[src/edit_distance_similarity_assert.svh]
// Assertion macros for the edit distance block.
`ifndef EDIT_DISTANCE_SIMILARITY_ASSERT_SVH
`define EDIT_DISTANCE_SIMILARITY_ASSERT_SVH
`ifndef SYNTHESIS
`define EDS_ASSERT_IMP(label, clk, rst_n, ante, cons) \
    label: assert property (@(posedge clk) disable iff (!rst_n) (ante) |-> (cons)) \
        else $error("assertion failed");
`define EDS_ASSERT_NEXT(label, clk, rst_n, ante, cons) \
    label: assert property (@(posedge clk) disable iff (!rst_n) (ante) |=> (cons)) \
        else $error("assertion failed");
`else
`define EDS_ASSERT_IMP(label, clk, rst_n, ante, cons)
`define EDS_ASSERT_NEXT(label, clk, rst_n, ante, cons)
`endif
`endif

[src/eds_pkg.sv]
package eds_pkg;
    localparam int MAX_LEN = 32;
    localparam int LW = 6;
    localparam int QD = 2;

    typedef enum logic [1:0] {
        REQ_FIRST = 2'd0,
        REQ_SECOND = 2'd1,
        REQ_FINISH = 2'd2,
        REQ_NONE = 2'd3
    } t_req;

    typedef struct packed {
        logic [1:0] req_type;
        logic [7:0] char_code;
    } t_in;

    typedef struct packed {
        logic [6:0] similarity_pct;
        logic [5:0] edit_distance;
        logic       length_overflow;
    } t_out;

    // front-to-back command
    typedef enum logic [1:0] {
        CMD_STORE = 2'd0,
        CMD_ROW = 2'd1,
        CMD_FIN = 2'd2,
        CMD_OVF = 2'd3
    } t_cmd_op;

    typedef struct packed {
        t_cmd_op    op;
        logic [7:0] ch;
    } t_cmd;

    typedef enum logic [2:0] {
        ST_IDLE,
        ST_ROW,
        ST_DIV,
        ST_OUT,
        ST_CLR
    } t_state;
endpackage

[src/eds_ram.sv]
module eds_ram #(
    parameter int WIDTH = 8,
    parameter int DEPTH = 32
) (
    input  logic                     i_clk,
    input  logic                     i_we,
    input  logic [$clog2(DEPTH)-1:0] i_waddr,
    input  logic [WIDTH-1:0]         i_wdata,
    input  logic [$clog2(DEPTH)-1:0] i_raddr,
    output logic [WIDTH-1:0]         o_rdata
);
    logic [WIDTH-1:0] r_mem [DEPTH];

    always_ff @(posedge i_clk) begin
        if (i_we) begin
            r_mem[i_waddr] <= i_wdata;
        end
        o_rdata <= r_mem[i_raddr];
    end
endmodule

[src/eds_front.sv]
module eds_front import eds_pkg::*; (
    input  logic i_clk,
    input  logic i_rst_n,
    input  logic i_valid,
    output logic o_ready,
    input  t_in  i_data,
    output logic o_cmd_valid,
    input  logic i_cmd_ready,
    output t_cmd o_cmd,
    input  logic i_done
);
    // Track lengths to classify; queue commands to the back part.
    logic [LW-1:0] r_len_a, r_len_b, n_len_a, n_len_b;
    logic          r_fin_busy, n_fin_busy;
    t_cmd          r_q [QD];
    logic [1:0]    r_cnt;
    logic          r_rd;
    logic          acc, push, pop;
    t_cmd          cmd;

    assign o_ready = (r_cnt != 2'(QD)) && !r_fin_busy;
    assign acc = i_valid && o_ready;
    assign pop = o_cmd_valid && i_cmd_ready;
    assign o_cmd_valid = r_cnt != 2'd0;
    assign o_cmd = r_q[r_rd];

    always_comb begin
        n_len_a = r_len_a;
        n_len_b = r_len_b;
        n_fin_busy = r_fin_busy;
        push = 1'b0;
        cmd.op = CMD_STORE;
        cmd.ch = i_data.char_code;
        if (acc) begin
            case (t_req'(i_data.req_type))
                REQ_FIRST: begin
                    if (r_len_b == '0) begin
                        push = 1'b1;
                        if (r_len_a == LW'(MAX_LEN)) begin
                            cmd.op = CMD_OVF;
                        end else begin
                            n_len_a = r_len_a + 1'b1;
                        end
                    end
                end
                REQ_SECOND: begin
                    push = 1'b1;
                    if (r_len_b == LW'(MAX_LEN)) begin
                        cmd.op = CMD_OVF;
                    end else begin
                        cmd.op = CMD_ROW;
                        n_len_b = r_len_b + 1'b1;
                    end
                end
                REQ_FINISH: begin
                    push = 1'b1;
                    cmd.op = CMD_FIN;
                    n_fin_busy = 1'b1;
                    n_len_a = '0;
                    n_len_b = '0;
                end
                default: ;
            endcase
        end
        if (i_done) begin
            n_fin_busy = 1'b0;
        end
    end

    always_ff @(posedge i_clk) begin
        if (!i_rst_n) begin
            r_len_a <= '0;
            r_len_b <= '0;
            r_fin_busy <= 1'b0;
            r_cnt <= '0;
            r_rd <= 1'b0;
        end else begin
            r_len_a <= n_len_a;
            r_len_b <= n_len_b;
            r_fin_busy <= n_fin_busy;
            r_cnt <= r_cnt + {1'b0, push} - {1'b0, pop};
            if (pop) begin
                r_rd <= ~r_rd;
            end
        end
        if (push) begin
            r_q[r_rd ^ (r_cnt[0] & ~pop) ^ (pop & ~r_cnt[0] ^ pop)] <= cmd;
        end
    end
endmodule

[src/eds_back.sv]
module eds_back import eds_pkg::*; (
    input  logic i_clk,
    input  logic i_rst_n,
    input  logic i_cmd_valid,
    output logic o_cmd_ready,
    input  t_cmd i_cmd,
    output logic o_valid,
    input  logic i_ready,
    output t_out o_data,
    output logic o_done
);
    `include "edit_distance_similarity_assert.svh"

    t_state r_st, n_st;
    // cost row entries 1..MAX_LEN; entry 0 always equals the second-string length
    logic [LW-1:0] r_cost [MAX_LEN];
    logic [LW-1:0] r_la, r_lb, r_i;
    logic [7:0]    r_ch;
    logic [LW-1:0] r_diag, r_left;
    logic          r_ovf;
    logic [12:0]   r_num;
    logic [6:0]    r_quo;
    logic [LW-1:0] r_div_cnt;
    logic [LW-1:0] longer;
    logic [LW-1:0] edit_dist;
    logic [7:0]    a_rd;
    logic          take;
    logic [LW-1:0] up, cand, m1;
    logic [LW-2:0] col_idx;
    logic [LW-1:0] rd_addr;
    t_out          r_out;
    logic          r_ov;

    assign take = i_cmd_valid && o_cmd_ready;
    // prefetch character 0 while idle so the first cell has it
    assign rd_addr = (r_st == ST_ROW) ? r_i : '0;

    eds_ram #(.WIDTH(8), .DEPTH(MAX_LEN)) u_ram (
        .i_clk  (i_clk),
        .i_we   (take && i_cmd.op == CMD_STORE),
        .i_waddr(r_la[LW-2:0]),
        .i_wdata(i_cmd.ch),
        .i_raddr(rd_addr[LW-2:0]),
        .o_rdata(a_rd)
    );

    always_comb begin
        n_st = r_st;
        case (r_st)
            ST_IDLE: begin
                if (take && i_cmd.op == CMD_ROW) n_st = ST_ROW;
                if (take && i_cmd.op == CMD_FIN) n_st = ST_DIV;
            end
            ST_ROW: if (r_i >= r_la) n_st = ST_IDLE;
            ST_DIV: if (r_div_cnt == 6'd0) n_st = ST_OUT;
            ST_OUT: if (!r_ov || i_ready) n_st = ST_CLR;
            ST_CLR: n_st = ST_IDLE;
            default: n_st = ST_IDLE;
        endcase
    end

    assign o_cmd_ready = (r_st == ST_IDLE);
    assign o_done = (r_st == ST_CLR);
    assign o_valid = r_ov;
    assign o_data = r_out;

    assign longer = (r_la > r_lb) ? r_la : r_lb;
    assign edit_dist = (r_la == '0) ? r_lb : r_cost[r_la[LW-2:0] - 5'd1];
    // cell: cost[i] = min(up+1, left+1, diag+sub); ram data of index i-1 ready
    assign col_idx = r_i[LW-2:0] - 5'd1;
    assign up = r_cost[col_idx];
    assign m1 = (up < r_left) ? up + 1'b1 : r_left + 1'b1;
    assign cand = (a_rd == r_ch) ? r_diag : r_diag + 1'b1;

    always_ff @(posedge i_clk) begin
        if (!i_rst_n) begin
            r_st <= ST_IDLE;
            r_la <= '0;
            r_lb <= '0;
            r_ovf <= 1'b0;
            r_ov <= 1'b0;
            for (int k = 0; k < MAX_LEN; k++) r_cost[k] <= LW'(k + 1);
        end else begin
            r_st <= n_st;
            if (r_st == ST_OUT && (!r_ov || i_ready)) begin
                r_ov <= 1'b1;
            end else if (r_ov && i_ready) begin
                r_ov <= 1'b0;
            end
            case (r_st)
                ST_IDLE: begin
                    if (take) begin
                        case (i_cmd.op)
                            CMD_STORE: r_la <= r_la + 1'b1;
                            CMD_OVF: r_ovf <= 1'b1;
                            CMD_ROW: begin
                                r_lb <= r_lb + 1'b1;
                                r_ch <= i_cmd.ch;
                                r_diag <= r_lb;
                                r_left <= r_lb + 1'b1;
                                r_i <= 6'd1;
                            end
                            CMD_FIN: begin
                                r_num <= 13'(edit_dist) * 13'd100;
                                r_quo <= '0;
                                r_div_cnt <= 6'd6;
                            end
                            default: ;
                        endcase
                    end
                end
                ST_ROW: begin
                    if (r_i <= r_la) begin
                        r_cost[col_idx] <= (m1 < cand) ? m1 : cand;
                        r_left <= (m1 < cand) ? m1 : cand;
                        r_diag <= up;
                        r_i <= r_i + 1'b1;
                    end
                end
                ST_DIV: begin
                    // restoring divide, one quotient bit per cycle
                    if ((r_num >> r_div_cnt[2:0]) >= 13'(longer)) begin
                        r_num <= r_num - (13'(longer) << r_div_cnt[2:0]);
                        r_quo[r_div_cnt[2:0]] <= 1'b1;
                    end
                    r_div_cnt <= r_div_cnt - 1'b1;
                end
                ST_OUT: begin
                    if (!r_ov || i_ready) begin
                        r_out.edit_distance <= edit_dist;
                        r_out.length_overflow <= r_ovf;
                        if (longer == '0) r_out.similarity_pct <= 7'd100;
                        else if (r_quo >= 7'd100) r_out.similarity_pct <= '0;
                        else r_out.similarity_pct <= 7'd100 - r_quo;
                    end
                end
                ST_CLR: begin
                    r_la <= '0;
                    r_lb <= '0;
                    r_ovf <= 1'b0;
                    for (int k = 0; k < MAX_LEN; k++) r_cost[k] <= LW'(k + 1);
                end
                default: ;
            endcase
        end
    end

    `EDS_ASSERT_IMP(a_fin_pct, i_clk, i_rst_n, o_valid, o_data.similarity_pct <= 7'd100)
    `EDS_ASSERT_NEXT(a_clr_idle, i_clk, i_rst_n, r_st == ST_CLR, r_st == ST_IDLE)
    `EDS_ASSERT_IMP(a_row_len, i_clk, i_rst_n, r_st == ST_ROW, r_i <= r_la + 1'b1)
endmodule

[src/edit_distance_similarity.sv]
// Edit distance similarity between two byte strings.
// Input channel (i_valid/o_ready, i_data): one transaction per first-string
// character, second-string character or finish. Output channel (o_valid/i_ready,
// o_data): one result transaction per finish.
// A first-string character is stored in the character RAM while the engine stays
// idle. A second-string character runs the row engine over the first string: the
// single cost cell walks the row one entry a cycle. A two-entry queue between
// classifier and row engine lets input continue while the engine works; o_ready
// drops while the queue is full. A finish reaches o_valid once the queue ahead has
// drained and the output register is free; it goes through the restoring divider,
// which forms the quotient one bit at a time, and then the output stage. Input is
// blocked from the finish until the pair is cleared. A stalled receiver holds the
// result in the output register; the next pair runs on, and its finish waits in
// the output stage until the earlier result leaves. Reset (synchronous, active
// low) clears lengths, the flag, the queue and the cost row.
module edit_distance_similarity import eds_pkg::*; (
    input  logic i_clk,
    input  logic i_rst_n,
    input  logic i_valid,
    output logic o_ready,
    input  t_in  i_data,
    output logic o_valid,
    input  logic i_ready,
    output t_out o_data
);
    logic cmd_valid, cmd_ready, done;
    t_cmd cmd;

    eds_front u_front (
        .i_clk(i_clk), .i_rst_n(i_rst_n), .i_valid(i_valid), .o_ready(o_ready),
        .i_data(i_data), .o_cmd_valid(cmd_valid), .i_cmd_ready(cmd_ready),
        .o_cmd(cmd), .i_done(done)
    );

    eds_back u_back (
        .i_clk(i_clk), .i_rst_n(i_rst_n), .i_cmd_valid(cmd_valid),
        .o_cmd_ready(cmd_ready), .i_cmd(cmd), .o_valid(o_valid),
        .i_ready(i_ready), .o_data(o_data), .o_done(done)
    );
endmodule
[config.mk]
export PLATFORM = sky130hd
export DESIGN_NAME = edit_distance_similarity
export DESIGN_NICKNAME = d
export VERILOG_FILES = /design/src/eds_pkg.sv /design/src/eds_ram.sv /design/src/eds_front.sv /design/src/eds_back.sv /design/src/edit_distance_similarity.sv
export VERILOG_INCLUDE_DIRS = /design/src /design/src/src
export SDC_FILE = /design/constraint.sdc
export NUM_CORES = 1
export LEC_CHECK = 0
export BUFFER_PORTS_ARGS = -buffer_cell sky130_fd_sc_hd__buf_2
export CAP_MARGIN = 20
export CORE_ASPECT_RATIO = 1.4
export CORE_MARGIN = 4
export CORE_UTILIZATION = 42
export CTS_CLUSTER_DIAMETER = 80
export DETAILED_ROUTE_END_ITERATION = 8
export PLACE_DENSITY = 0.57
export SYNTH_ARGS = -nofsm -noshare
export SYNTH_HDL_FRONTEND = slang
export SYNTH_SLANG_ARGS = --single-unit
export TNS_END_PERCENT = 5
[constraint.sdc]
create_clock -name i_clk -period 10.8 [get_ports i_clk]
set_clock_uncertainty 0.15 [all_clocks]
set_input_delay 2.16 -clock i_clk [delete_from_list [all_inputs] [get_ports i_clk]]
set_output_delay 2.16 -clock i_clk [all_outputs]
set_load 0.03 [all_outputs]
## Word level (Yosys, flattened, before mapping)

Memory sizes are Yosys's and may differ from the RTL's. A register that Yosys moved wholly into a read port is not among the register bits.
Cells that the tools add are included.

| operators by class | value |
|---|---|
| $add $sub $neg | 15 |
| multipliers | 1 |
| $lt $le $gt $ge | 9 |
| equality and inequality tests | 27 |
| shifts and indexed selects | 2 |
| multiplexer cells | 109 |
| bitwise gates (word level) | 42 |
| reductions and logical operators | 42 |

Operators by type and width:

| cell | number |
|---|---|
| $mux 6 | 54 |
| $pmux 6 s2 | 8 |
| $add 6x1->6 const B | 8 |
| $mux 13 | 3 |
| $or 1x1->1 | 32 |
| $mux 7 | 4 |
| $pmux 13 s2 | 1 |
| $logic_not 6->1 | 4 |
| $mux 1 | 22 |
| $ne 2x1->1 const B | 8 |
| $reduce_and 4->1 | 4 |
| $mux 3 | 5 |
| $reduce_and 3->1 | 5 |
| $pmux 7 s2 | 1 |
| $reduce_bool 2->1 | 7 |
| $ge 13x6->1 | 1 |
| $shl 6x3->13 | 1 |
| $shr 13x3->13 | 1 |
| $sub 13x13->13 | 1 |
| $eq 6x6->1 const B | 2 |
| $lt 6x6->1 | 2 |
| $ne 2x2->1 const B | 6 |
| $pmux 3 s4 | 1 |
| $mul 6x5->11 const B | 1 |
| 36 further kinds | 65 |

| storage, ports and cells | value |
|---|---|
| register bits | 99 |
| RAM bits | 468 |
| input bits | 14 |
| output and inout port bits | 16 |
| memories | 3 |

Memory list:

| name | words | width | rd ports | clocked after Yosys merged registers in | write ports | line | source |
|---|---|---|---|---|---|---|---|
| u_back.u_ram.r_mem | 32 | 8 | 1 | 1 | 1 | eds_ram.sv:12 | `logic [WIDTH-1:0] r_mem [DEPTH];` |
| u_back.r_cost | 32 | 6 | 2 | 0 | 32 | eds_back.sv:16 | `logic [LW-1:0] r_cost [MAX_LEN];` |
| u_front.r_q | 2 | 10 | 1 | 1 | 1 | eds_front.sv:15 | `t_cmd r_q [QD];` |

## Depth between registers and ports, before layout

An unclocked memory read counts as a cell.

| logic depth | value |
|---|---|
| word-level depth | 8 |
| mapped depth | 33 |
| gate-level depth less buffers | 25 |

## Cells and area by module

Synthesis repeated with hierarchy kept, for this count alone.

| unflattened totals | value |
|---|---|
| cell total of the unflattened synthesis | 2,039 |
| area total of the unflattened synthesis | 28,703.8 µm² |

Modules (own cells, without submodules):

| module | times used | cells each | area each (µm²) | seq. area each (µm²) |
|---|---|---|---|---|
| eds_back | 1 | 1,467 | 16,824.9 | 8,087.8 |
| eds_ram | 1 | 417 | 10,053.4 | 7,847.5 |
| eds_front | 1 | 155 | 1,825.5 | 940.9 |

## Least setup slack after synthesis

Ideal clock, no wire load.

| timing path | value |
|---|---|
| path type | flip-flop to flip-flop |
| start | reg u_back.r_i[0] |
| end | mem u_back.r_cost[15][3] (data pin) |
| arrival time | 7.014 ns |
| path slack | 3.370 ns |
| cell stages (with the launch flop) | 32 |
| buffers on the path | 9 |
| period minus slack after synthesis | 7.430 ns |
| cells stage by stage | edfxtp_1 > buf_6 > buf_8 > buf_4 > buf_2 > inv_1 > ha_1 > buf_4 > clkbuf_1 > clkbuf_1 > mux4_2 > mux4_2 > mux2i_1 > inv_1 > ha_1 > nand4_1 > nor2_1 > a211oi_1 > nor2_1 > o21ai_2 > a21bo_2 > a211oi_1 > xnor2_1 > ha_1 > a21oi_1 > nor3b_1 > o21ai_0 > o211a_1 > buf_2 > mux2i_1 > clkbuf_1 > nor2_1 |

RTL lines:

| element | line | source |
|---|---|---|
| start, declared | eds_back.sv:17 | `logic [LW-1:0] r_la, r_lb, r_i;` |
| start signal, assigned | eds_back.sv:117 | `r_i <= r_i + 1'b1;` |
| end, declared | eds_back.sv:16 |  |

## Worst setup path in the final report

| timing path | value |
|---|---|
| start | reg u_back.r_i[0] |
| end | reg u_back.r_left[0] (data pin) |

| on the way | value |
|---|---|
| longest elaborated chain between the ends | 8 |
| elaborated cells on any way between the ends | 9 |
| those cells by class | add/sub (2); order compare (2); mux (4); memory (1) |

RTL lines:

| element | line | source |
|---|---|---|
| $sub 5x1->5 * | eds_back.sv:70 | `assign col_idx = r_i[LW-2:0] - 5'd1;` |
| named net u_back.col_idx[0] | eds_back.sv:29 | `logic [LW-2:0] col_idx;` |
| $mem_v2 32x6 * | - |  |
| $add 6x1->6 or $lt 6x6->1 (tied branches) | eds_back.sv:72 | `assign m1 = (up < r_left) ? up + 1'b1 : r_left + 1'b1;` |
| $mux 6 * | eds_back.sv:72 |  |
| $lt 6x6->1 | eds_back.sv:115 | `r_left <= (m1 < cand) ? m1 : cand;` |
| $mux 6 * | eds_back.sv:115 |  |
| $mux 6 * | eds_back.sv:113 | `if (r_i <= r_la) begin` |
| $pmux 6 s2 * | eds_back.sv:90 | `case (r_st)` |
| end signal, assigned | eds_back.sv:100 | `r_left <= r_lb + 1'b1;` |
| end signal, assigned | eds_back.sv:115 |  |
| end, declared | eds_back.sv:19 | `logic [LW-1:0] r_diag, r_left;` |

The timed path passes the listed nets; every way through them passes the cells marked *. The select of a mux whose other input is x is not followed.
A chain may end at the register's enable or synchronous reset.

==> summary.txt <==
Critical path
  – Worst Path Max Fanout: 37
  – Worst reg2reg path depth: 25
  – Setup CP Type: reg2reg
  – Arrival time worst endpoint: ~8.7 ns
  – Worst setup EP type: flip-flop
  – CP max stage delay: around 1.1 ns
  – Required @ worst endpoint: ~11 ns
  – Crit start category: flip-flop
  – Slowest CP cell: ha_2

Detailed routing
  – DRC viols: 0
  – Final wirelength: between 70000 and 80000 um
  – Vias: between 15000 and 20000
  – Drt wl/cell: between 20 and 25 um
  – Via density: 5.74
  – Post-DRT Antenna Nets: 0
  – DRT iter0 DRCs: ~1700
  – TritonRoute pass-1 iters: 5

Timing
  – Final hold vios: 0
  – TNS Setup: 0 ns
  – Final setup fails: 0
  – Max-slew violation count: 0
  – RSZ-0062 raised after global routing: false
  – Worst slew pin tran: approximately 1.3 ns
  – Crit share post-route: 0.792
  – Max-slew headroom: 0.161
  – Minimum clock period: between 8 and 9 ns
  – Maximum operating frequency: approximately 0.12 GHz

Power and ir drop
  – Clk pwr share: 0.258
  – Peak supply drop: around 0.23 mV
  – PwrDens: approximately 250 nW/um^2
  – Logic pwr share: 0.384
  – Int Power: about 4900 uW
  – Sw frac: 0.379
  – P_sw: between 2000 and 3000 uW
  – Pleak: 0.0107 uW
  – Sequential share of power: 0.358

Logic synthesis
  – Multiplexer area fraction after synthesis: 0.136
  – EDFF count, synth: around 530
  – Ys Warns: 0
  – Compound-Gate Fraction of Synth Area: 0.0731
  – Xor and xnor area share after synthesis: 0.0203
  – Main combinational cell family by area after synthesis: multiplexers
  – Seq/Total Area, Yosys: 0.583
  – Post-Syn Area per Cell: between 10 and 15 sq um
  – Post-synthesis cell type count: 78
  – FFs w/ async S/R, synth: 0
  – Register bit total from synthesis: about 580
  – Synth Net Count: around 2400
  – Adder-cell area share of the yosys netlist: 0.0385
  – Synthesized area: between 20000 and 30000 sq um
  – Top FF cell, synth: edfxtp_1
  – Post-synthesis simple-gate area fraction: 0.121
  – Post-Synthesis Cells: roughly 2300

Global routing
  – GR Util All Layers: 0.206
  – Vias in the first global route: between 15000 and 20000
  – Grt ovf: 0
  – Global-route wire length before repair: roughly 120000 um
  – Largest net degree at the start of global routing: roughly 90
  – Initial antenna violation count: 1

Final layout
  – Post-route cell area: roughly 32000 sq um
  – FILL cells: around 6000
  – Final Non-Filler Cells: 3201
  – Final Util: 0.468
  – Final net count: about 2300
  – P&R area growth vs syn: 10.0%
  – Share of layout cells above drive strength 1: 0.150

Clock tree
  – TritonCTS clock tree: done
  – Root Buffer: clkbuf_16
  – Later-pin clock latency in the skew report: roughly 0.62 ns
  – CTS resizes: 0
  – CTS Buf Count: 56
  – Hold-fix buffers, CTS: 0
  – H-tree Lvls: 2
  – Num Clock Sinks: ~580
  – Post-CTS Setup Inserts: 0
  – Max Root-Sink Buffers: 3
  – CTS clk-pin slew, worst paths: ~0.060 ns

Floorplan
  – Core area: just under 70000 sq um
  – Starting Density: 0.425
  – Die W: 230 um
  – Cell Rows: ~110
  – I/O pins: 30
  – Die area: about 73000 sq um
  – Die height: roughly 320 um

Status
  – Status: complete, no violations

Hold path
  – Hold path depth: 0
  – Hold crit path type: reg2reg

Placed design
  – Global placement routability congestion: ~0.92
  – Dpl hpwl: 51800 um
  – Post-DP Area: 29900 sq um
  – Placed Cells: 3092
  – Port bufs: 29

Flow run
  – Max-Cap Viols: 0
==> worst paths after layout <==
path                               start                         end  slack [ns]
max reg2reg  u_back.r_i[0]$_SDFFCE_PP1P_  u_back.r_left[0]$_DFFE_PP_        2.25
min            u_back.r_ovf$_SDFFE_PN0P_  u_back.o_data[0]$_DFFE_PP_        0.30
max          u_back.r_i[0]$_SDFFCE_PP1P_  u_back.r_left[0]$_DFFE_PP_        2.25
min reg2reg    u_back.r_ovf$_SDFFE_PN0P_  u_back.o_data[0]$_DFFE_PP_        0.30
==> Yosys cell counts, drive strengths merged, types with 10 or more instances <==
cell type / n / share of area
a21oi: 68 / 0.012
a311oi: 16 / 0.0048
inv: 56 / 0.0073
nor3b: 10 / 0.0028
ha: 86 / 0.037
buf: 39 / 0.0082
nand3: 45 / 0.0078
and3: 12 / 0.0026
nor2b: 20 / 0.0043
mux4: 128 / 0.10
and2: 52 / 0.011
nor2: 266 / 0.035
dfxtp: 42 / 0.029
o21ai: 64 / 0.012
xor2: 32 / 0.0097
nand2b: 27 / 0.0058
edfxtp: 534 / 0.55
a31oi: 23 / 0.0060
nand4: 11 / 0.0024
mux2i: 74 / 0.026
clkbuf: 96 / 0.012
a211oi: 34 / 0.0088
mux2: 28 / 0.011
a21o: 14 / 0.0036
nand2: 292 / 0.038
xnor2: 35 / 0.011
o22ai: 42 / 0.0093
nor3: 17 / 0.0043
==> state kept, by name, summed over array words and instances, names as in the netlist, 2 cells and up, named ones only <==
signal / count
u_front.r_len_a: 6
u_back.o_data: 14
u_back.r_lb: 6
u_back.r_i: 6
u_back.r_left: 6
u_back.r_div_cnt: 6
u_front.r_q: 20
u_back.r_num: 13
u_back.r_st: 3
u_back.u_ram.r_mem: 256
u_back.r_la: 6
u_back.u_ram.o_rdata: 8
u_front.r_len_b: 6
u_back.r_ch: 8
u_back.r_diag: 6
u_back.r_cost: 192
u_back.r_quo: 7
u_front.r_cnt: 2
==> metrics by stage <==
stage / hold WS, ns / setup WS [ns] / power [uW]
2_1_floorplan: 0.259 / 3.37 / 4810
3_3_place_gp: 0.277 / 2.33 / 5700
3_5_place_dp: 0.287 / 2.15 / 5790
4_1_cts: 0.302 / 2.18 / 7820
5_1_grt: 0.307 / 1.53 / 8210
6_report: 0.304 / 2.25 / 7810
==> critical path: cells and delay by family (launching register included) <==
family | cells | cell delay (ns)
multiplexers | 5 | 2.29
XOR/XNOR | 1 | 0.18
adder cells (fa/ha/maj) | 3 | 1.77
buffers and inverters | 4 | 1.32
AO/OA/AOI/OAI | 7 | 1.56
AND/OR/NAND/NOR | 5 | 0.63
flip-flops | 1 | 0.32
==> routing by layer <==
layer,global-route usage,vias up,share of wire
met5,0,-,0
met2,0.368,502,0.52
met4,0.0869,0,0.044
met1,0.248,9327,0.39
met3,0.0314,147,0.048
li1,-,8401,-
==> cell families (layout without fill, tap and decap cells) <==
logic type | count (synthesis) | in the layout
mux | 230 | 230
compound gates | 321 | 321
buf+inv | 192 | 220
fa+ha+maj | 88 | 88
other cells | 0 | 1
simple gates | 778 | 778
xor+xnor | 67 | 67
flops | 576 | 576
==> power groups by stage <==
stage / Sequential, uW / Combinational (uW) / Clock, uW
after floorplan: 2780 / 2030 / 0
after global placement: 2840 / 2850 / 0
after detailed placement: 2850 / 2950 / 0
after CTS: 2800 / 2960 / 2060
after global routing: 2810 / 3260 / 2140
final: 2800 / 3000 / 2020
==> cells in the final DEF, fill, tap and decap left out, types with 21 or more instances in the layout <==
cell type and instances:
nand2_1 292, edfxtp_1 534, a21oi_1 68, dfxtp_1 41, nand2b_1 27, mux4_2 128
o21ai_0 57, and2_1 38, inv_1 55, clkbuf_16 59, buf_2 30, mux2_2 28
mux2i_1 72, xor2_1 32, xnor2_1 34, ha_1 84, nand3_1 45, a211oi_1 34
o22ai_1 41, nor2_1 263, buf_4 26, a31oi_1 21
==> cell type report <==
| class | instances | area [sq um] | share of cell area |
|---|---|---|---|
| antenna | 1 | 2.50 | 0.0000785 |
| clock buffer | 75 | 1590 | 0.0498 |
| clock inverter | 30 | 304 | 0.00954 |
| inverter | 57 | 214 | 0.00671 |
| multi-input combinational | 1484 | 11300 | 0.356 |
| sequential | 576 | 16900 | 0.530 |
| tap | 920 | 1150 | 0.0361 |
| timing repair buffer | 58 | 400 | 0.0126 |
(Power assumes the default switching activity.)
